<file path="src/rtl/mcbd_pkg.sv">
// Types, codes and sizes shared by the MIDI control binding dispatch block.
// No dependencies; every other file in rtl/ imports this package.
package mcbd_pkg;

  localparam int TABLE_DEPTH = 16;
  localparam int CNT_W       = $clog2(TABLE_DEPTH + 1);

  // Item opcodes.
  localparam logic [1:0] OP_MSG        = 2'd0;
  localparam logic [1:0] OP_BIND_BTN   = 2'd1;
  localparam logic [1:0] OP_BIND_FADER = 2'd2;
  localparam logic [1:0] OP_CLEAR      = 2'd3;

  // Status nibbles of the channel-voice messages that matter here.
  localparam logic [3:0] ST_NOTE_OFF  = 4'h8;
  localparam logic [3:0] ST_NOTE_ON   = 4'h9;
  localparam logic [3:0] ST_CTRL      = 4'hB;
  localparam logic [3:0] ST_PROGRAM   = 4'hC;
  localparam logic [3:0] ST_CHAN_PRES = 4'hD;
  localparam logic [3:0] ST_SYSTEM    = 4'hF;

  localparam logic [15:0] FADER_ID_BASE = 16'd128;
  localparam logic [6:0]  LEVEL_FULL    = 7'd127;

  localparam logic KIND_BUTTON = 1'b0;
  localparam logic KIND_FADER  = 1'b1;

  localparam logic [2:0] ACT_CUE_FLASH    = 3'd0;
  localparam logic [2:0] ACT_CUE_TOGGLE   = 3'd1;
  localparam logic [2:0] ACT_SCENE_GO     = 3'd2;
  localparam logic [2:0] ACT_SCENE_TOGGLE = 3'd3;
  localparam logic [2:0] ACT_MASTER       = 3'd4;

  localparam logic [2:0] CMD_NONE      = 3'd0;
  localparam logic [2:0] CMD_GO_CUE    = 3'd1;
  localparam logic [2:0] CMD_REL_CUE   = 3'd2;
  localparam logic [2:0] CMD_GO_SCENE  = 3'd3;
  localparam logic [2:0] CMD_REL_SCENE = 3'd4;

  typedef struct packed {
    logic [1:0]  opcode;
    logic [7:0]  msg_status;
    logic [7:0]  msg_data1;
    logic [7:0]  msg_data2;
    logic [1:0]  msg_length;
    logic [15:0] bind_control_id;
    logic [2:0]  bind_action;
    logic [15:0] bind_target;
    logic [31:0] event_time;
  } in_t;

  typedef struct packed {
    logic [2:0]  command;
    logic [15:0] command_target;
    logic [31:0] command_time;
    logic [6:0]  master_level;
    logic        message_accepted;
    logic        table_full;
  } out_t;

  typedef struct packed {
    logic        kind;
    logic [15:0] control_id;
    logic [2:0]  action;
    logic [15:0] target;
  } entry_t;

  // Lookup token that walks down the row of binding cells.
  typedef struct packed {
    logic        lookup;
    logic        kind;
    logic [15:0] id;
    logic        pressed;
    logic [6:0]  fader_level;
    logic [31:0] event_time;
    logic        accepted;
    logic        full;
    logic        found;
    logic [2:0]  cmd;
    logic [15:0] target;
    logic        master_upd;
  } token_t;

  typedef enum logic [1:0] {
    S_IDLE,
    S_RUN,
    S_HOLD
  } state_t;

endpackage

</file>
<file path="src/rtl/midi_control_binding_dispatch_core.sv">
// Top level of the MIDI control binding dispatch block: binding cell row,
// message decode, sequencing and the result register. Depends on mcbd_pkg,
// mcbd_decode and mcbd_cell.

// Every item, bind, clear or MIDI message, yields exactly one result. The
// lookup token of an item walks the row of TABLE_DEPTH binding cells one cell
// per cycle; as it leaves the last cell it is captured in the result register
// and then loaded into the output register, where the result is ready for
// transfer. The input opens again as the result is loaded, so an item is not
// taken while the previous one is still in the cell row; a result that cannot
// leave the output register holds the next one and, through it, the input.
// Binds land in the next free cell at once; the first matching cell in
// insertion order acts and later cells let the token pass. A new item is taken
// as soon as the previous result sits in the output register, even while it
// waits.
module midi_control_binding_dispatch_core
  import mcbd_pkg::*;
(
  input  logic clk,
  input  logic rst,
  input  logic req_valid,
  output logic req_stall,
  input  in_t  req,
  output logic rsp_valid,
  input  logic rsp_stall,
  output out_t rsp
);

  state_t           state;
  state_t           state_next;
  logic [CNT_W-1:0] count;
  logic [6:0]       master_value;
  logic             accept;
  logic             is_bind;
  logic             full;
  logic             do_write;
  entry_t           new_entry;
  token_t           dec_token;
  token_t           result;
  logic             capture;
  logic             load_out;
  logic             head_valid;
  token_t           head_tok;

  logic   tok_valid [0:TABLE_DEPTH];
  token_t tok       [0:TABLE_DEPTH];

  assign req_stall = (state != S_IDLE);
  assign accept    = req_valid && !req_stall;
  assign is_bind   = (req.opcode == OP_BIND_BTN) || (req.opcode == OP_BIND_FADER);
  assign full      = is_bind && (count == CNT_W'(TABLE_DEPTH));
  assign do_write  = accept && is_bind && !full;

  always_comb begin
    new_entry.kind       = (req.opcode == OP_BIND_FADER) ? KIND_FADER : KIND_BUTTON;
    new_entry.control_id = req.bind_control_id;
    new_entry.action     = req.bind_action;
    new_entry.target     = (req.opcode == OP_BIND_FADER) ? 16'd0 : req.bind_target;
  end

  mcbd_decode u_decode (
    .item  (req),
    .full  (full),
    .token (dec_token)
  );

  always_ff @(posedge clk) begin
    if (accept) begin
      head_tok <= dec_token;
    end
  end

  assign tok_valid[0] = head_valid;
  assign tok[0]       = head_tok;

  generate
    for (genvar i = 0; i < TABLE_DEPTH; i++) begin : g_cell
      mcbd_cell u_cell (
        .clk           (clk),
        .rst           (rst),
        .index         (CNT_W'(i)),
        .count         (count),
        .wr_en         (do_write && (count == CNT_W'(i))),
        .wr_entry      (new_entry),
        .tok_valid_in  (tok_valid[i]),
        .tok_in        (tok[i]),
        .tok_valid_out (tok_valid[i+1]),
        .tok_out       (tok[i+1])
      );
    end
  endgenerate

  always_comb begin
    state_next = state;
    capture    = 1'b0;
    load_out   = 1'b0;
    case (state)
      S_IDLE: begin
        if (accept) begin
          state_next = S_RUN;
        end
      end
      S_RUN: begin
        if (tok_valid[TABLE_DEPTH]) begin
          capture    = 1'b1;
          state_next = S_HOLD;
        end
      end
      S_HOLD: begin
        if (!rsp_valid || !rsp_stall) begin
          load_out   = 1'b1;
          state_next = S_IDLE;
        end
      end
      default: begin
        state_next = S_IDLE;
      end
    endcase
  end

  always_ff @(posedge clk) begin
    if (rst) begin
      state        <= S_IDLE;
      count        <= '0;
      master_value <= '0;
      rsp_valid    <= 1'b0;
      head_valid   <= 1'b0;
    end else begin
      state      <= state_next;
      head_valid <= accept;
      if (accept && req.opcode == OP_CLEAR) begin
        count <= '0;
      end else if (do_write) begin
        count <= count + CNT_W'(1);
      end
      if (capture && tok[TABLE_DEPTH].master_upd) begin
        master_value <= tok[TABLE_DEPTH].fader_level;
      end
      if (load_out) begin
        rsp_valid <= 1'b1;
      end else if (!rsp_stall) begin
        rsp_valid <= 1'b0;
      end
    end
  end

  // The cell row keeps recomputing after the token has passed, so the
  // finished token is held here until the output register is free.
  always_ff @(posedge clk) begin
    if (capture) begin
      result <= tok[TABLE_DEPTH];
    end
    if (load_out) begin
      rsp.command          <= result.cmd;
      rsp.command_target   <= result.target;
      rsp.command_time     <= (result.cmd != CMD_NONE) ? result.event_time : 32'd0;
      rsp.master_level     <= master_value;
      rsp.message_accepted <= result.accepted;
      rsp.table_full       <= result.full;
    end
  end

endmodule

</file>
<file path="src/rtl/mcbd_decode.sv">
// Message check and decode: turns an accepted item into a lookup token.
// Depends on mcbd_pkg.
module mcbd_decode
  import mcbd_pkg::*;
(
  input  in_t    item,
  input  logic   full,
  output token_t token
);

  logic [3:0] hi;
  logic [1:0] need;
  logic       ok;
  logic       is_button;
  logic       is_fader;

  always_comb begin
    hi        = item.msg_status[7:4];
    need      = (hi == ST_PROGRAM || hi == ST_CHAN_PRES) ? 2'd2 : 2'd3;
    ok        = (item.opcode == OP_MSG) && (item.msg_length >= 2'd1) &&
                (hi != ST_SYSTEM) && (item.msg_length >= need);
    is_button = (hi == ST_NOTE_OFF) || (hi == ST_NOTE_ON);
    is_fader  = (hi == ST_CTRL);

    token             = '0;
    token.lookup      = ok && (is_button || is_fader);
    token.kind        = is_button ? KIND_BUTTON : KIND_FADER;
    token.id          = is_button ? {8'd0, item.msg_data1}
                                  : FADER_ID_BASE + {8'd0, item.msg_data1};
    token.pressed     = (hi == ST_NOTE_ON) && (item.msg_data2 != 8'd0);
    token.fader_level = item.msg_data2[7] ? LEVEL_FULL : item.msg_data2[6:0];
    token.event_time  = item.event_time;
    token.accepted    = ok;
    token.full        = full;
    token.found       = 1'b0;
    token.cmd         = CMD_NONE;
    token.target      = 16'd0;
    token.master_upd  = 1'b0;
  end

endmodule

</file>
<file path="src/rtl/mcbd_cell.sv">
// One binding cell: holds a table entry and its toggle latch, checks the
// passing lookup token against it and hands the token on. Depends on mcbd_pkg.
module mcbd_cell
  import mcbd_pkg::*;
(
  input  logic             clk,
  input  logic             rst,
  input  logic [CNT_W-1:0] index,
  input  logic [CNT_W-1:0] count,
  input  logic             wr_en,
  input  entry_t           wr_entry,
  input  logic             tok_valid_in,
  input  token_t           tok_in,
  output logic             tok_valid_out,
  output token_t           tok_out
);

  entry_t entry;
  logic   latch;
  logic   hit;
  logic   toggle;
  token_t tok_next;

  always_comb begin
    hit      = tok_valid_in && tok_in.lookup && !tok_in.found && (index < count) &&
               (entry.kind == tok_in.kind) && (entry.control_id == tok_in.id);
    toggle   = 1'b0;
    tok_next = tok_in;
    if (hit) begin
      tok_next.found = 1'b1;
      if (entry.kind == KIND_BUTTON) begin
        case (entry.action)
          ACT_CUE_FLASH: begin
            tok_next.cmd = tok_in.pressed ? CMD_GO_CUE : CMD_REL_CUE;
          end
          ACT_SCENE_GO: begin
            tok_next.cmd = tok_in.pressed ? CMD_GO_SCENE : CMD_REL_SCENE;
          end
          ACT_CUE_TOGGLE: begin
            if (tok_in.pressed) begin
              toggle       = 1'b1;
              tok_next.cmd = latch ? CMD_REL_CUE : CMD_GO_CUE;
            end
          end
          ACT_SCENE_TOGGLE: begin
            if (tok_in.pressed) begin
              toggle       = 1'b1;
              tok_next.cmd = latch ? CMD_REL_SCENE : CMD_GO_SCENE;
            end
          end
          default: begin
            tok_next.cmd = CMD_NONE;
          end
        endcase
        tok_next.target = (tok_next.cmd != CMD_NONE) ? entry.target : 16'd0;
      end else if (entry.action == ACT_MASTER) begin
        tok_next.master_upd = 1'b1;
      end
    end
  end

  always_ff @(posedge clk) begin
    if (wr_en) begin
      entry <= wr_entry;
      latch <= 1'b0;
    end else if (toggle) begin
      latch <= !latch;
    end
    tok_out <= tok_next;
  end

  always_ff @(posedge clk) begin
    if (rst) begin
      tok_valid_out <= 1'b0;
    end else begin
      tok_valid_out <= tok_valid_in;
    end
  end

endmodule

</file>
<file path="config.mk">
export PLATFORM = sky130hd
export DESIGN_NAME = midi_control_binding_dispatch_core
export DESIGN_NICKNAME = d
export VERILOG_FILES = /design/src/rtl/mcbd_pkg.sv /design/src/rtl/midi_control_binding_dispatch_core.sv /design/src/rtl/mcbd_decode.sv /design/src/rtl/mcbd_cell.sv
export SDC_FILE = /design/constraint.sdc
export NUM_CORES = 2
export LEC_CHECK = 0
export ABC_AREA = 1
export BUFFER_PORTS_ARGS = -buffer_cell sky130_fd_sc_hd__buf_2
export CAP_MARGIN = 20
export CORE_MARGIN = 5
export CORE_UTILIZATION = 53
export CTS_BUF_LIST = sky130_fd_sc_hd__clkbuf_16
export DETAILED_ROUTE_END_ITERATION = 6
export PLACE_DENSITY = 0.66
export SETUP_SLACK_MARGIN = 0.4
export SYNTH_ARGS = -nofsm -noshare
export SYNTH_HDL_FRONTEND = slang
export SYNTH_HIERARCHICAL = 1
export SYNTH_SLANG_ARGS = --single-unit
</file>
<file path="constraint.sdc">
create_clock -name clk -period 6.8 [get_ports clk]
set_input_delay 1.02 -clock clk [delete_from_list [all_inputs] [get_ports clk]]
set_output_delay 1.02 -clock clk [all_outputs]
set_load 0.005 [all_outputs]
</file>
==> impl_results.md <==
* Row Count at 132
* Post-Route Setup TNS at 0 ps
* Final ANT Viol Nets at 0
* Largest stage delay on the critical path at 940 ps
* Die ar. at 137,000 um2
* Routed vias at 39,200
* Initial core utilization at 53.2%
* Period minus WS final at 2980 ps
* # diodes at 0
* CP Capture Type: flop
* Slowest cell on crit path: nor2_4
* Hold buffers post-CTS at 0
* Crit. Startpoint: count[0]
* RSZ-0062 raised after global routing: no
* Required time worst endpoint at 7220 ps
* Pins Over Slew Limit at 0
* Hpwl dp at 85,900 um
* Crit path buffers/inverters at 2
* Max Clk Rate at 0.336 GHz
* Critical path class: reg -> reg
* Wire per inst at 14.2 um
* Hold path startpoint: g_cell[9].u_cell/tok_out[80]
* DRT iter0 DRCs at 2,089
* Postcts setup bufs at 0
* LEAKAGE at 33.6 nW
* PwrDens at 321 nW/um2
* TritonCTS Buffers at 197
* Setup-failing EPs final at 0
* Reg clk slew, reported paths at 60 ps
* Worst-margin pin slew at 997 ps
* Vias/cell at 4.67
* Final period utilization at 43.8%
* Post-cts resize count at 0
* Largest net degree at the start of global routing at 50
* Nets at 6,654
* Final instance area at 77,900 um2
* CTS tree: yes
* Worst EP arrival at 3400 ps
* First-pass GRT wire length at 194,000 um
* Initial antenna violation count at 0
* Fill cell count at 10,200
* Vias in the first global route at 38,800
* Clock Sinks at 2,094
* Tot GR Track Use at 17.6%
* Worst Skew at 56.2 ps
* Mapped Cells at 6,161
* Grt ovf at 0
* First drt pass iteration count at 5
* Cell Chain, Critical Path: buf_4 > inv_1 > ha_1 > nand3_4 > nand4_1 > nor2_4
* Ys Warns at 6
* Worst-path fanout max at 37
* GP Congestion at 0.941
* Core Region at 129,000 um2
* Die width at 370 um
* Worst R2R Setup Slack at 3820 ps
* Mapped Avg Cell Area at 11.2 um2
* Clock tree buffer depth at 3
* DRC errors left at 0
* R2R Path Start: count[0]
* P&R area growth vs syn at 13.4%
* Htree depth at 4
* CTS root buf: clkbuf_16
* Share of cells above drive strength 1 at 8.85%
* Placed inst area at 71,300 um2
* Chip height at 370 um
* Clock latency on the worst-skew pair at 820 ps
* Commonest non-fill, non-tap cell in the layout: nand2_1
* Worst Hold Class: reg -> reg
* DRT Wirelength at 119,000 um
* Max-cap viol count at 0
* Crit-path leading delay family: simple AND/OR/NAND/NOR gates
* Worst VDD drop at 0.000257 V
* Synth Cell Area at 68,800 um2
* Headroom to the max-slew limit at 33.4%
* Critical Path Source Type: flop
* I/O pins at 161
* Most frequent cells in the layout: nand2_1, dfxtp_1, edfxtp_1, inv_1, nor2_1
* Final hold violations at 0
* Port bufs at 156
* Status: complete, no violations
-- state kept, by name, summed over array words and instances, names as in the netlist --
name,cells
g_cell.u_cell/tok_out,1276
g_cell.u_cell/entry,576
head_tok,81
rsp,60
result,53
g_cell.u_cell/latch,16
g_cell.u_cell/tok_valid_out,16
master_value,7
count,5
state,2
head_valid,1
rsp_valid,1
-- worst register-to-register path, delay by kind of cell, from the launching register on --
kind	cells	cell delay [ps]
buf+inv	2	470
fa+ha+maj	1	260
flops	1	300
simple gates	3	1540
-- cell type report --
class	count	area, um2	share of cell area (%)
clock inverters	164	1390	1.78
well taps	1742	2180	2.80
flip-flops and latches	2094	49600	63.7
inverters	714	2680	3.44
repair buffers	191	1060	1.35
multi-input cells	3284	15700	20.2
clock buffers	211	5280	6.77
-- final timing paths --
kind,to,cells after the start
worst min register to register,g_cell[10].u_cell/tok_out[80],0
worst max-delay path,g_cell[7].u_cell/entry[16],6
worst max register to register,g_cell[7].u_cell/entry[16],6
worst min-delay path,g_cell[10].u_cell/tok_out[80],0
-- routing by layer --
metal  track usage, %  up-vias  share of wire [%]
met1             22.0    17700                 44
li1                 -    20500                  -
met3             3.10      275                3.8
met4             7.66        0                3.7
met2             30.3      727                 48
met5                0        -                  0
-- power breakdown --
part           internal, W  switching (W)
clock network      0.00616        0.00457
logic             0.000216       0.000444
registers           0.0134       0.000174
total               0.0198        0.00519
-- metrics by stage --
| step | power (W) | worst slack, ps | hold slack (ps) | utilization, % | instances |
|---|---|---|---|---|---|
| 5_1_grt | 0.0261 | 3600 | 295 | 60.4 | 8400 |
| 4_1_cts | 0.0253 | 3720 | 281 | 60.3 | 8399 |
| 2_1_floorplan | 0.0143 | 1990 | 310 | - | 6266 |
| 3_3_place_gp | 0.0145 | 3130 | 310 | 55.2 | 8024 |
| 6_report | 0.0250 | 3820 | 309 | 60.4 | 8400 |
| 3_5_place_dp | 0.0145 | 3080 | 312 | 55.2 | 8024 |
(Power assumes the default switching activity.)
